### config.mk
export PLATFORM = sky130hd
export DESIGN_NAME = hafs_engine
export DESIGN_NICKNAME = d
export VERILOG_FILES = /design/src/design/hafs_pkg.sv /design/src/design/hafs_engine.sv
export SDC_FILE = /design/constraint.sdc
export NUM_CORES = 1
export LEC_CHECK = 0
export CAP_MARGIN = 10
export CELL_PAD_IN_SITES_DETAIL_PLACEMENT = 0
export CELL_PAD_IN_SITES_GLOBAL_PLACEMENT = 2
export CORE_ASPECT_RATIO = 0.75
export CORE_MARGIN = 8
export CORE_UTILIZATION = 30
export CTS_BUF_LIST = sky130_fd_sc_hd__clkbuf_4 sky130_fd_sc_hd__clkbuf_8
export CTS_CLUSTER_SIZE = 24
export DETAILED_ROUTE_END_ITERATION = 8
export DONT_BUFFER_PORTS = 1
export PLACE_DENSITY_LB_ADDON = 0.1
export SLEW_MARGIN = 20
export SYNTH_ARGS = -nofsm -noshare
export SYNTH_HDL_FRONTEND = slang
export SYNTH_SLANG_ARGS = --single-unit
### constraint.sdc
create_clock -name clock -period 5.9 [get_ports clock]
set_input_delay 1.18 -clock clock [delete_from_list [all_inputs] [get_ports clock]]
set_output_delay 1.18 -clock clock [all_outputs]
set_load 0.005 [all_outputs]
### src/design/hafs_pkg.sv
// ----------------------------------------------------------------------------
// Handle allocator package
// Request codes and the memory control bundle shared by the allocator blocks.
// ----------------------------------------------------------------------------
package hafs_pkg;

   // Width of the request code field.
   localparam int FUNC_W = 2;

   typedef enum logic [FUNC_W-1:0] {
      FUNC_ALLOC = 2'd0,
      FUNC_FREE  = 2'd1,
      FUNC_QUERY = 2'd2
   } func_type;

   // Controls from the execute stage to the free stack and live mark memories.
   typedef struct packed {
      logic rd_en;
      logic stack_we;
      logic live_we;
      logic live_wdata;
   } mem_ctrl_type;

endpackage

### src/design/hafs_engine.sv
// ----------------------------------------------------------------------------
// Handle allocator engine
// Execute stage, issued and free counters, and the result register. Decides
// each request from the prefetched memory data and drives the memory writes.
// ----------------------------------------------------------------------------
module hafs_engine
   import hafs_pkg::*;
#(
   parameter int MAX_HANDLES = 1024
) (
   input  logic                                clock,
   input  logic                                reset,
   input  logic                                req_valid,
   output logic                                req_ready,
   input  func_type                            req_func,
   input  logic [$clog2(MAX_HANDLES+1)-1:0]    req_handle,
   output logic                                rsp_valid,
   input  logic                                rsp_ready,
   output logic [$clog2(MAX_HANDLES+1)-1:0]    rsp_handle,
   output logic                                rsp_ok,
   output mem_ctrl_type                        ctrl,
   output logic [$clog2(MAX_HANDLES)-1:0]      stack_waddr,
   output logic [$clog2(MAX_HANDLES+1)-1:0]    stack_wdata,
   output logic [$clog2(MAX_HANDLES)-1:0]      stack_raddr,
   output logic [$clog2(MAX_HANDLES)-1:0]      live_waddr,
   output logic [$clog2(MAX_HANDLES)-1:0]      live_raddr,
   input  logic [$clog2(MAX_HANDLES+1)-1:0]    stack_rdata,
   input  logic                                live_rdata
);

   localparam int HW = $clog2(MAX_HANDLES + 1);
   localparam int AW = $clog2(MAX_HANDLES);
   localparam logic [HW-1:0] MAX_COUNT = HW'(MAX_HANDLES);

   logic          exe_valid_ff, exe_valid_in;
   func_type      exe_func_ff;
   logic [HW-1:0] exe_handle_ff;
   logic [HW-1:0] issued_count_ff, issued_count_in;
   logic [HW-1:0] free_count_ff, free_count_in;
   logic          rsp_valid_ff, rsp_valid_in;
   logic [HW-1:0] rsp_handle_ff;
   logic          rsp_ok_ff;

   logic          advance;
   logic          accept;
   logic          in_range;
   logic          is_live;
   logic [HW-1:0] res_handle;
   logic          res_ok;
   logic [HW-1:0] issued_next;
   logic [HW-1:0] free_next;
   logic [HW-1:0] live_target;
   logic          stack_push;
   logic          live_set;
   logic          live_clear;
   logic [HW-1:0] stack_top;
   logic [HW-1:0] req_index;
   logic [HW-1:0] live_index;

   assign advance   = exe_valid_ff && (!rsp_valid_ff || rsp_ready);
   assign req_ready = !exe_valid_ff || advance;
   assign accept    = req_valid && req_ready;

   assign in_range = (exe_handle_ff != '0) && (exe_handle_ff <= issued_count_ff);
   assign is_live  = in_range && live_rdata;

   always_comb begin
      res_handle  = exe_handle_ff;
      res_ok      = 1'b0;
      issued_next = issued_count_ff;
      free_next   = free_count_ff;
      live_target = exe_handle_ff;
      stack_push  = 1'b0;
      live_set    = 1'b0;
      live_clear  = 1'b0;
      case (exe_func_ff)
         FUNC_ALLOC: begin
            res_handle = '0;
            if (free_count_ff != '0) begin
               // Reuse the most recently freed handle.
               res_handle  = stack_rdata;
               res_ok      = 1'b1;
               free_next   = free_count_ff - 1'b1;
               live_target = stack_rdata;
               live_set    = 1'b1;
            end else if (issued_count_ff < MAX_COUNT) begin
               issued_next = issued_count_ff + 1'b1;
               res_handle  = issued_next;
               res_ok      = 1'b1;
               live_target = issued_next;
               live_set    = 1'b1;
            end
         end
         FUNC_FREE: begin
            if (is_live && (free_count_ff < MAX_COUNT)) begin
               res_ok     = 1'b1;
               free_next  = free_count_ff + 1'b1;
               stack_push = 1'b1;
               live_clear = 1'b1;
            end
         end
         FUNC_QUERY: begin
            res_ok = is_live;
         end
         default: begin
            res_ok = 1'b0;
         end
      endcase
   end

   assign issued_count_in = advance ? issued_next : issued_count_ff;
   assign free_count_in   = advance ? free_next : free_count_ff;

   // The next request reads the stack top as it stands after the current one.
   assign stack_top   = free_count_in - 1'b1;
   assign req_index   = req_handle - 1'b1;

   assign stack_raddr = stack_top[AW-1:0];
   assign live_raddr  = req_index[AW-1:0];
   assign stack_waddr = free_count_ff[AW-1:0];
   assign stack_wdata = exe_handle_ff;

   assign live_index = live_target - 1'b1;
   assign live_waddr = live_index[AW-1:0];

   always_comb begin
      ctrl.rd_en      = accept;
      ctrl.stack_we   = advance && stack_push;
      ctrl.live_we    = advance && (live_set || live_clear);
      ctrl.live_wdata = live_set;
   end

   assign exe_valid_in = accept || (exe_valid_ff && !advance);

   always_comb begin
      if (advance) begin
         rsp_valid_in = 1'b1;
      end else if (rsp_ready) begin
         rsp_valid_in = 1'b0;
      end else begin
         rsp_valid_in = rsp_valid_ff;
      end
   end

   always_ff @(posedge clock) begin
      if (reset) begin
         exe_valid_ff    <= 1'b0;
         rsp_valid_ff    <= 1'b0;
         issued_count_ff <= '0;
         free_count_ff   <= '0;
      end else begin
         exe_valid_ff    <= exe_valid_in;
         rsp_valid_ff    <= rsp_valid_in;
         issued_count_ff <= issued_count_in;
         free_count_ff   <= free_count_in;
      end
   end

   always_ff @(posedge clock) begin
      if (accept) begin
         exe_func_ff   <= req_func;
         exe_handle_ff <= req_handle;
      end
      if (advance) begin
         rsp_handle_ff <= res_handle;
         rsp_ok_ff     <= res_ok;
      end
   end

   assign rsp_valid  = rsp_valid_ff;
   assign rsp_handle = rsp_handle_ff;
   assign rsp_ok     = rsp_ok_ff;

endmodule

Word level (Yosys, flattened, before mapping)
Index checks and enable logic that the tools add are counted.
{ "classes": {"addsub": 6, "order_cmp": 3, "n_eq_ne": 2, "muxes": 18, "bitwise": 1, "reduce_logical": 20} }
{ "op_table": {"columns": ["cell", "count"], "rows": [
  ["two-way mux 11 bit", 6],
  ["two-way mux 10 bit", 3],
  ["subtractor 10 x 1 -> 10 bit (second input constant)", 3],
  ["adder 11 x 1 -> 11 bit (second input constant)", 2],
  ["less-than comparator 11 bit (second input constant)", 2],
  ["one-hot mux 11 bit (2 select lines)", 1],
  ["nonzero test 11 bit", 2],
  ["less-or-equal comparator 11 bit", 1],
  ["subtractor 11 x 1 -> 11 bit (second input constant)", 1],
  ["logical AND 1 bit", 8],
  ["two-way mux 1 bit", 7],
  ["logical OR 1 bit", 4],
  ["AND reduction 4 bit", 1],
  ["logical NOT 1 bit", 3],
  ["one-hot mux 1 bit (3 select lines)", 1],
  ["== test 2 x 1 -> 1 bit (second input constant)", 1],
  ["== test 2 bit (second input constant)", 1],
  ["logical NOT 2 bit", 1],
  ["nonzero test 2 bit", 1],
  ["inverter 1 bit", 1]
]} }
{ "totals": {"regBits": 49, "inputBits": 29} }

Longest topological paths before layout
Gate-level depths: netlist of the first run.
{ "logic_depth": {"word_depth": 8, "mapped_depth": 13, "depth_no_buf": 12} }

Worst setup path before layout of the first run
Ideal clock, no wire load.
{ "synth_timing": {"kind": "input to output", "start": "input rsp_ready", "end": "output stack_raddr[6]", "arrival_time_ps": 3224, "slack_ps": 1496, "cell_stages": 9, "cell_sequence": "nor2b_1 nor3b_1 nand2_1 nor2_1 a21oi_1 a221oi_1 ha_1 nand3b_1 xnor2_1"} }
{ "synth_between": {"elab_chain_len": 4} }
{ "synth_rtl": {"columns": ["item", "line", "text"], "rows": [
  ["start: declaration", "hafs_engine.sv:18", "input logic rsp_ready,"],
  ["logical OR 1 bit", "hafs_engine.sv:60", "assign advance = exe_valid_ff && (!rsp_valid_ff || rsp_ready);"],
  ["logical AND 1 bit", "hafs_engine.sv:60", null],
  ["two-way mux 11 bit", "hafs_engine.sv:112", "assign free_count_in = advance ? free_next : free_count_ff;"],
  ["subtractor 10 x 1 -> 10 bit", "hafs_engine.sv:115", "assign stack_top = free_count_in - 1'b1;"],
  ["end: declaration", "hafs_engine.sv:24", "output logic [$clog2(MAX_HANDLES)-1:0] stack_raddr,"]
]} }
Every way passes these cells.

Final worst setup path of the first run
{ "layout_timing": {"start": "register issued_count_ff[10]", "end": "output stack_raddr[6]"} }
{ "layout_between": {"elab_chain_len": 8} }
{ "layout_rtl": {"columns": ["item", "line", "text"], "rows": [
  ["start: declaration", "hafs_engine.sv:38", "logic [HW-1:0] issued_count_ff, issued_count_in;"],
  ["start signal: assignment", "hafs_engine.sv:154", "issued_count_ff <= issued_count_in;"],
  ["less-or-equal comparator 11 bit", "hafs_engine.sv:64", "assign in_range = (exe_handle_ff != '0) && (exe_handle_ff <= issued_count_ff);"],
  ["logical AND 1 bit", "hafs_engine.sv:64", null],
  ["logical AND 1 bit", "hafs_engine.sv:65", "assign is_live = in_range && live_rdata;"],
  ["logical AND 1 bit", "hafs_engine.sv:95", "if (is_live && (free_count_ff < MAX_COUNT)) begin"],
  ["two-way mux 11 bit", "hafs_engine.sv:95", null],
  ["one-hot mux 11 bit (2 select lines)", "hafs_engine.sv:76", "case (exe_func_ff)"],
  ["two-way mux 11 bit", "hafs_engine.sv:112", null],
  ["subtractor 10 x 1 -> 10 bit", "hafs_engine.sv:115", null]
]} }
Every way passes these cells.

==> flow_summary.ini, run 1 <==
[power_and_ir_drop]
power_density_mw_per_mm2 = 182
p_int_uw = 490
swShare_pct = 29.6
p_leak_uw = 0.00135
clockPowerShare_pct = 29.4
peakVddDrop_mv = 0.0783
comb_power_share_pct = 14.7
seqPwrFrac_pct = 55.9
switchingPower_uw = 206

[sta]
fin_crit_ns = 5.07
worst_clock_skew_ns = 0.0106
rsz0062_at_grt = false
setup_ws_ns = 0.826
setup_viol = 0
fmax_ghz = 0.197
layout_worst_path_cycle_share_pct = 86.0
slew_violations = 0
slew_headroom_pct = 43.3
tns_ns = 0
tightest_slew_ns = 0.850
finalHoldViolations = 0

[clock_network]
cts_made_buffers = 5
post-cts-setup-buffer-count = 0
postCtsHoldBufs = 0
insertion_delay_ns = 0.32
clk_path_buf_depth = 2
clock_sinks = 49
tritoncts = yes
path_clk_slew_ns = 0.10
cts_resized = 0
clock_tree.htree_level_count = 2
root_buffer = clkbuf_8

[global_routing]
grt_pass1_wl_um = 18900
overflow = 0
use_met2_pct = 20.2
use_met3_pct = 3.59
grt_max_degree = 25
grt_pass1_vias = 2952
gr-usage-met1_pct = 24.4
grt_usage_pct = 15.5
antenna_found_initial = 0
grt_busiest_layer = met1

[finish]
drive_gt1_share_pct = 7.19
area_growth_pct = 5.05
multi_input_area_mm2 = 0.00218
fin_util_pct = 31.7
fillers = 1317
seq_area_mm2 = 0.00123
nets = 463
final_cell_mix = nand2_1, nor2_1, xnor2_1
stdcell_area_mm2 = 0.00383
antenna_cells = 0

[synthesis]
ys_seq_area_share_pct = 33.8
synth_top_area_share_pct = 20.6
ys_top_cells_by_area = edfxtp_1, dfxtp_1, xnor2_1, ha_1, nand2_1
synth_compound_area_share_pct = 16.2
synth-simple-area-share_pct = 26.0
muxShareOfSynthArea_pct = 0.584
yosys.cell_types.count = 68
synth-xor-area-share_pct = 10.8
yosysWarnings = 0
synth_edf_count = 25
synth_seq_cells = 49
synth_top_family_by_area = simple AND/OR/NAND/NOR gates
synthAdderAreaFrac_pct = 6.18
syn_area_mm2 = 0.00364
syn_inst = 428
async_reset_ff_share_pct = 0
yosys.area.top_type = edfxtp_1
syn-num-nets = 475
synth_area_per_cell_um2 = 8.52
ys.flop_type = edfxtp_1

[route]
first_iter_violations = 227
wire_per_inst_um = 21.4
drc = 0
viasPerCell = 5.24
dr_total_vias = 3056
ant_nets = 0
wirelength_um = 12500
dr.pass1.iters = 4

[placed_design]
pre_cts_slack_ns = 1.12
postPlaceCellArea_mm2 = 0.00375
place_congestion = 0.808
place.port_buffers = 0
dp_hpwl_um = 9770

[worst_hold_path]
hp-class = flip-flop to flip-flop

[die]
ios = 98
dieWidth_um = 143
initial_core_util_pct = 30.2
core-area_mm2 = 0.0121
die_area_mm2 = 0.0160
dieHeight_um = 111
rows = 35

[critical_path]
endpoint_kind = output port
crit_path_cell_trace = inv_1 > ha_1 > nand4_1 > nor3_1 > o21ai_1 > nor2_1 > a21oi_1 > a221oi_1 > ha_1 > nand3b_1 > xnor2_1
arrival_ns = 3.89
cp_common_cell = ha_1
crit_type = flip-flop to output port
worstSetupStartpointType = flip-flop
path_max_fanout = 6
critPathTopFamily = simple AND/OR/NAND/NOR gates
max_stage_delay_ns = 0.50
crit_required_ns = 4.72
slowest_stage = dfxtp_1
critPathBufInv = 1

[status]
outcome = finished clean

[flow_run]
max-cap-violations = 0
-- worst paths after layout --
check                                                       end                             start  slack, ns  depth (start not counted)
worst max-delay path                             stack_raddr[6]  issued_count_ff[10]$_SDFFE_PP0P_       0.83                         11
worst min-delay path            issued_count_ff[1]$_SDFFE_PP0P_   issued_count_ff[1]$_SDFFE_PP0P_       0.50                          2
worst max register to register      free_count_ff[1]$_SDFF_PP0_  issued_count_ff[10]$_SDFFE_PP0P_       2.77                          9
worst min register to register  issued_count_ff[1]$_SDFFE_PP0P_   issued_count_ff[1]$_SDFFE_PP0P_       0.50                          2
-- power groups by stage --
stage          combinational [µW]  sequential, µW  clock (µW)
2_1_floorplan                82.2             387           0
3_3_place_gp                  104             397           0
3_5_place_dp                  103             397           0
4_1_cts                       104             389         214
5_1_grt                       114             390         227
6_report                      102             389         204
-- logic make-up (layout without fill, tap and decap cells) --
kind of cell    after synthesis  in the layout
buf+inv                      47             36
fa+ha+maj                    18             18
compound gates               81             81
mux                           2              2
xor+xnor                     45             45
flops                        49             49
simple gates                186            186
-- sequential cells by signal (all words and copies together), names as in the netlist --
register	cells
rsp_valid	1
free_count_ff	11
exe_func_ff	2
stack_wdata	11
rsp_handle	11
exe_valid_ff	1
issued_count_ff	11
rsp_ok	1
-- final cells by class --
class | instances | area share, %
clock buffers | 5 | 1.80
clock inverters | 3 | 0.327
inverters | 22 | 2.22
multi-input cells | 332 | 56.9
flip-flops and latches | 49 | 32.2
well taps | 166 | 5.42
repair buffers | 6 | 1.18
-- routing by layer --
layer / part of all wire (%) / wire (µm)
met5: 0 / 0
met4: 1.0 / 129
met3: 5.9 / 734
met2: 39 / 4850
met1: 54 / 6780
-- worst min-delay path, cell delays in order (launching register included) --
cell,delay [ns]
dfxtp_1,0.35
nand2_1,0.07
a21oi_1,0.05
-- Yosys cell counts (all sizes together), types with 2 or more instances --
master,number
a311oi,2
and2,5
a2bb2oi,2
or2,5
a211o,2
nand3,10
clkbuf,9
o211ai,3
nand2,52
nand2b,4
inv,22
and3,4
edfxtp,25
a31oi,7
xor2,16
nor3,12
dfxtp,24
or3,5
a22oi,5
o22ai,5
a21oi,15
nor4,8
nand3b,4
a211oi,2
o2111a,2
o31ai,3
nand4,8
nor3b,3
o41ai,2
buf,16
o21ai,15
ha,18
nor2b,8
nor2,53
a21o,6
xnor2,29
-- metrics by stage --
step,cells,hold slack [ns],power [µW]
global placement,575,0.468,501
CTS,583,0.497,707
floorplan,428,0.456,469
global route,583,0.526,731
detailed placement,575,0.481,500
finish,583,0.498,695
Power figures use the tool's default switching activity.
==> run 2: changes to the inputs <==
==> constraint.sdc (replaced) <==
create_clock -name clock -period 5.9 [get_ports clock]
set_input_delay 1.77 -clock clock [delete_from_list [all_inputs] [get_ports clock]]
set_output_delay 1.77 -clock clock [all_outputs]
set_load 0.005 [all_outputs]
==> flow_summary.ini, run 2 (synthesized netlist as in run 1, its figures left out) <==
[die]
dieWidth_um = 143
dieHeight_um = 111
rows = 35
ios = 98
initial_core_util_pct = 30.2
core-area_mm2 = 0.0121
die_area_mm2 = 0.0160

[critical_path]
startpoint = live_rdata
max_stage_delay_ns = 0.40
path_max_fanout = 6
crit_path_cell_trace = nor2b_1 > o2111a_1 > o21ai_1 > nor2_1 > a21oi_1 > a221oi_1 > ha_1 > nand3b_1 > xnor2_1
slowest_stage = nor2_1
r2r_end = free_count_ff[0]$_SDFF_PP0_
cp-endpoint = stack_raddr[6]
crit_required_ns = 4.13
reg2reg_setup_slack_ns = 2.79
endpoint_kind = output port
worstSetupStartpointType = input pin
crit_type = input pin to output port
arrival_ns = 3.89
worst_r2r_path_depth = 11
timing.rr.start = issued_count_ff[10]$_SDFFE_PP0P_

[clock_network]
clock_tree.htree_level_count = 2
cts_made_buffers = 5
insertion_delay_ns = 0.31
postCtsHoldBufs = 0
path_clk_slew_ns = 0.10
root_buffer = clkbuf_8
clock_sinks = 49
clk_path_buf_depth = 2
tritoncts = yes

[route]
dr_total_vias = 3137
wirelength_um = 12700
ant_nets = 0
dr.pass1.iters = 6
wire_per_inst_um = 21.4
first_iter_violations = 298
drc = 0
viasPerCell = 5.27

[power_and_ir_drop]
switchingPower_uw = 209
comb_power_share_pct = 13.4
clockPowerShare_pct = 37.4
peakVddDrop_mv = 0.0811
seqPwrFrac_pct = 49.2
swShare_pct = 26.5
p_int_uw = 580
power_density_mw_per_mm2 = 199
p_leak_uw = 0.00144

[finish]
final_cell_mix = nand2_1, nor2_1, xnor2_1
seq_area_mm2 = 0.00123
nets = 475
final_cells = 595
antenna_cells = 0
multi_input_area_mm2 = 0.00218
layout_commonest_cell = nand2_1
drive_gt1_share_pct = 10.5
fillers = 1303
area_growth_pct = 9.03

[sta]
tns_ns = 0
slew_violations = 0
worst_clock_skew_ns = 0.00657
slew_headroom_pct = 55.0
finalHoldViolations = 0
setup_viol = 0
rsz0062_at_grt = false
layout_worst_path_cycle_share_pct = 96.0
tightest_slew_ns = 0.671
fin_crit_ns = 5.66
fmax_ghz = 0.177

[placed_design]
dp_hpwl_um = 10000
place_congestion = 0.813
place_inst = 587
place.port_buffers = 0

[global_routing]
grt_pass1_wl_um = 19400
overflow = 0
grt_busiest_layer = met1
gr-usage-met1_pct = 25.0
grt_usage_pct = 15.9
use_met3_pct = 4.23
antenna_found_initial = 0
grt_pass1_vias = 2982
grt_max_degree = 25
use_met2_pct = 20.6

[worst_hold_path]
hp-class = flip-flop to flip-flop

[status]
outcome = finished clean

[flow_run]
max-cap-violations = 0
run 2: cell types whose count changed in the layout (fill, tap and decap cells not counted):
cell and delta:
nor2_1 -1, bufinv_16 +2, clkinv_1 -2, buf_4 +12, nor2_2 +1
run 2: final cells by class:
type / instances / share of cell area (%)
Timing Repair Buffer: 18 / 3.40
Inverter: 22 / 2.14
Clock buffer: 5 / 1.73
Tap cell: 166 / 5.23
Sequential cell: 49 / 31.0
Clock inverter: 3 / 1.64
Multi-Input combinational cell: 332 / 54.9
run 2: what timing repair did:
item | CTS | global route
setup buffers | 0 | 0
endpoints found under the setup margin | 0 | 3
resized for setup | 0 | 1
run 2: power by group through the flow:
stage               Combinational [µW]  Sequential (µW)  Clock [µW]
floorplan                         82.2              387           0
CTS                                107              389         307
global route                       118              390         318
detailed placement                 106              397           0
finish                             105              389         295
global placement                   107              397           0
run 2: routing by layer:
layer	part of all wire, %	wire length [µm]
met1	53	6740
met2	38	4840
met3	8.0	1020
met4	0.94	119
met5	0	0
run 2: worst min path at each step:
stage                                            endpoint  cells past startpoint                            start  slack, ns
after global routing       free_count_ff[10]$_SDFFE_PP0P_                      2   free_count_ff[10]$_SDFFE_PP0P_       0.54
after floorplan           issued_count_ff[1]$_SDFFE_PP0P_                      2  issued_count_ff[1]$_SDFFE_PP0P_       0.46
after detailed placement  issued_count_ff[1]$_SDFFE_PP0P_                      2  issued_count_ff[1]$_SDFFE_PP0P_       0.49
after global placement    issued_count_ff[1]$_SDFFE_PP0P_                      2  issued_count_ff[1]$_SDFFE_PP0P_       0.48
final                     issued_count_ff[1]$_SDFFE_PP0P_                      2  issued_count_ff[1]$_SDFFE_PP0P_       0.50
after CTS                 issued_count_ff[1]$_SDFFE_PP0P_                      2  issued_count_ff[1]$_SDFFE_PP0P_       0.50
run 2: worst max-delay path: cells and delay by family:
family          cells  cell delay, ns
compound gates      4            0.99
simple gates        3            0.62
xor+xnor            1            0.20
fa+ha+maj           1            0.31
run 2: stage by stage:
stage | hold slack [ns] | util (%) | cell area, µm² | worst slack [ns] | total power [µW]
finish | 0.504 | 32.9 | 3970 | 0.236 | 789
global route | 0.539 | 32.9 | 3970 | 0.0241 | 827
CTS | 0.504 | 32.9 | 3970 | 0.175 | 803
detailed placement | 0.489 | 31.7 | 3840 | 0.183 | 503
global placement | 0.476 | 31.7 | 3840 | 0.325 | 504
floorplan | 0.456 | - | 3640 | 0.316 | 469
==> run 3: changes to the inputs <==
--- a/config.mk
+++ b/config.mk
@@ -16,7 +16,7 @@
 export DETAILED_ROUTE_END_ITERATION = 8
 export DONT_BUFFER_PORTS = 1
 export PLACE_DENSITY_LB_ADDON = 0.1
-export SLEW_MARGIN = 20
+export REMOVE_ABC_BUFFERS = 1
 export SYNTH_ARGS = -nofsm -noshare
 export SYNTH_HDL_FRONTEND = slang
 export SYNTH_SLANG_ARGS = --single-unit
==> flow_summary.ini, run 3 (synthesized netlist as in run 1, its figures left out) <==
[critical_path]
arrival_ns = 3.87
crit_type = input pin to output port
startpoint = rsp_ready
crit_required_ns = 4.13
timing.rr.start = free_count_ff[0]$_SDFF_PP0_
path_max_fanout = 9
worstSetupStartpointType = input pin
worst_r2r_path_depth = 9
endpoint_kind = output port

[power_and_ir_drop]
p_leak_uw = 0.00142
power_density_mw_per_mm2 = 189
peakVddDrop_mv = 0.0801
p_total_uw = 749

[clock_network]
clock_tree.htree_level_count = 2
postCtsHoldBufs = 0
clk_path_buf_depth = 2
cts_resized = 0
insertion_delay_ns = 0.32
path_clk_slew_ns = 0.10
cts_made_buffers = 5
clock_sinks = 49
root_buffer = clkbuf_8
post-cts-setup-buffer-count = 0
tritoncts = yes

[finish]
final_cells = 595
nets = 475
area_growth_pct = 8.41
antenna_cells = 0
fin_util_pct = 32.7
drive_gt1_share_pct = 10.3
final_cell_mix = nand2_1, nor2_1, xnor2_1

[status]
outcome = finished clean

[sta]
tns_ns = 0
layout_worst_path_cycle_share_pct = 95.6
slew_headroom_pct = 46.1
tightest_slew_ns = 0.800
slew_violations = 0
rsz0062_at_grt = false
setup_viol = 0
worst_clock_skew_ns = 0.0133
hold_slack_ns = 0.496
fmax_ghz = 0.177
finalHoldViolations = 0
fin_crit_ns = 5.64

[global_routing]
grt_max_degree = 25
overflow = 0
grt_pass1_vias = 2975
grt_pass1_wl_um = 19100
grt_usage_pct = 15.6
antenna_found_initial = 0

[die]
ios = 98
dieWidth_um = 143
die_area_mm2 = 0.0160
dieHeight_um = 111
core-area_mm2 = 0.0121
initial_core_util_pct = 30.2
rows = 35

[worst_hold_path]
hold_path.startpoint = issued_count_ff[1]$_SDFFE_PP0P_
hp-class = flip-flop to flip-flop
hold_depth = 2

[placed_design]
place_congestion = 0.801
dp_hpwl_um = 9780
place_inst = 587
place.port_buffers = 0

[route]
viasPerCell = 5.13
dr_total_vias = 3055
wire_per_inst_um = 21.0
drc = 0
ant_nets = 0
first_iter_violations = 306
wirelength_um = 12500
dr.pass1.iters = 4

[flow_run]
max-cap-violations = 0
[run 3: changes by cell type in the layout (fill, tap and decap cells not counted), sizes merged]
cell	before	now
bufinv	2	1
clkinvlp	0	1
[run 3: layer usage]
layer / global-route usage (%) / wire length, µm / vias to the layer above
li1: - / - / 1507
met1: 24.3 / 6650 / 1469
met2: 21.1 / 5020 / 72
met3: 3.85 / 761 / 7
met4: 2.10 / 68 / 0
met5: 0 / 0 / -
[run 3: final cells by class]
type | instances | area, µm²
fillers | 1319 | 8140
multi-input cells | 332 | 2180
flip-flops and latches | 49 | 1230
well taps | 166 | 208
repair buffers | 18 | 135
inverters | 22 | 85.1
clock buffers | 5 | 68.8
clock inverters | 3 | 41.3
[run 3: stage by stage]
stage | area [µm²] | setup WS [ns]
floorplan | 3490 | 0.316
global placement | 3840 | 0.306
detailed placement | 3840 | 0.219
CTS | 3950 | 0.222
global route | 3950 | 0.0321
finish | 3950 | 0.260
[run 3: worst paths after layout]
| path | endpoint | slack [ns] |
|---|---|---|
| worst max-delay path | stack_raddr[9] | 0.26 |
| worst min-delay path | issued_count_ff[1]$_SDFFE_PP0P_ | 0.50 |
| worst max register to register | issued_count_ff[7]$_SDFFE_PP0P_ | 2.80 |
| worst min register to register | issued_count_ff[1]$_SDFFE_PP0P_ | 0.50 |
[run 3: worst max-delay path, stage by stage]
cell,delay [ns]
nor2b_1,0.21
or3b_1,0.34
nor2_1,0.07
buf_4,0.18
nand2_1,0.07
o221ai_1,0.14
a311oi_1,0.31
buf_4,0.18
and4bb_1,0.25
nand4_1,0.13
xor2_1,0.23
[run 3: power by group]
part	internal [µW]	switching [µW]	leakage (µW)
clock network	125	129	0.0000518
logic	40.3	65.3	0.000933
registers	371	17.4	0.000434
total	537	212	0.00142
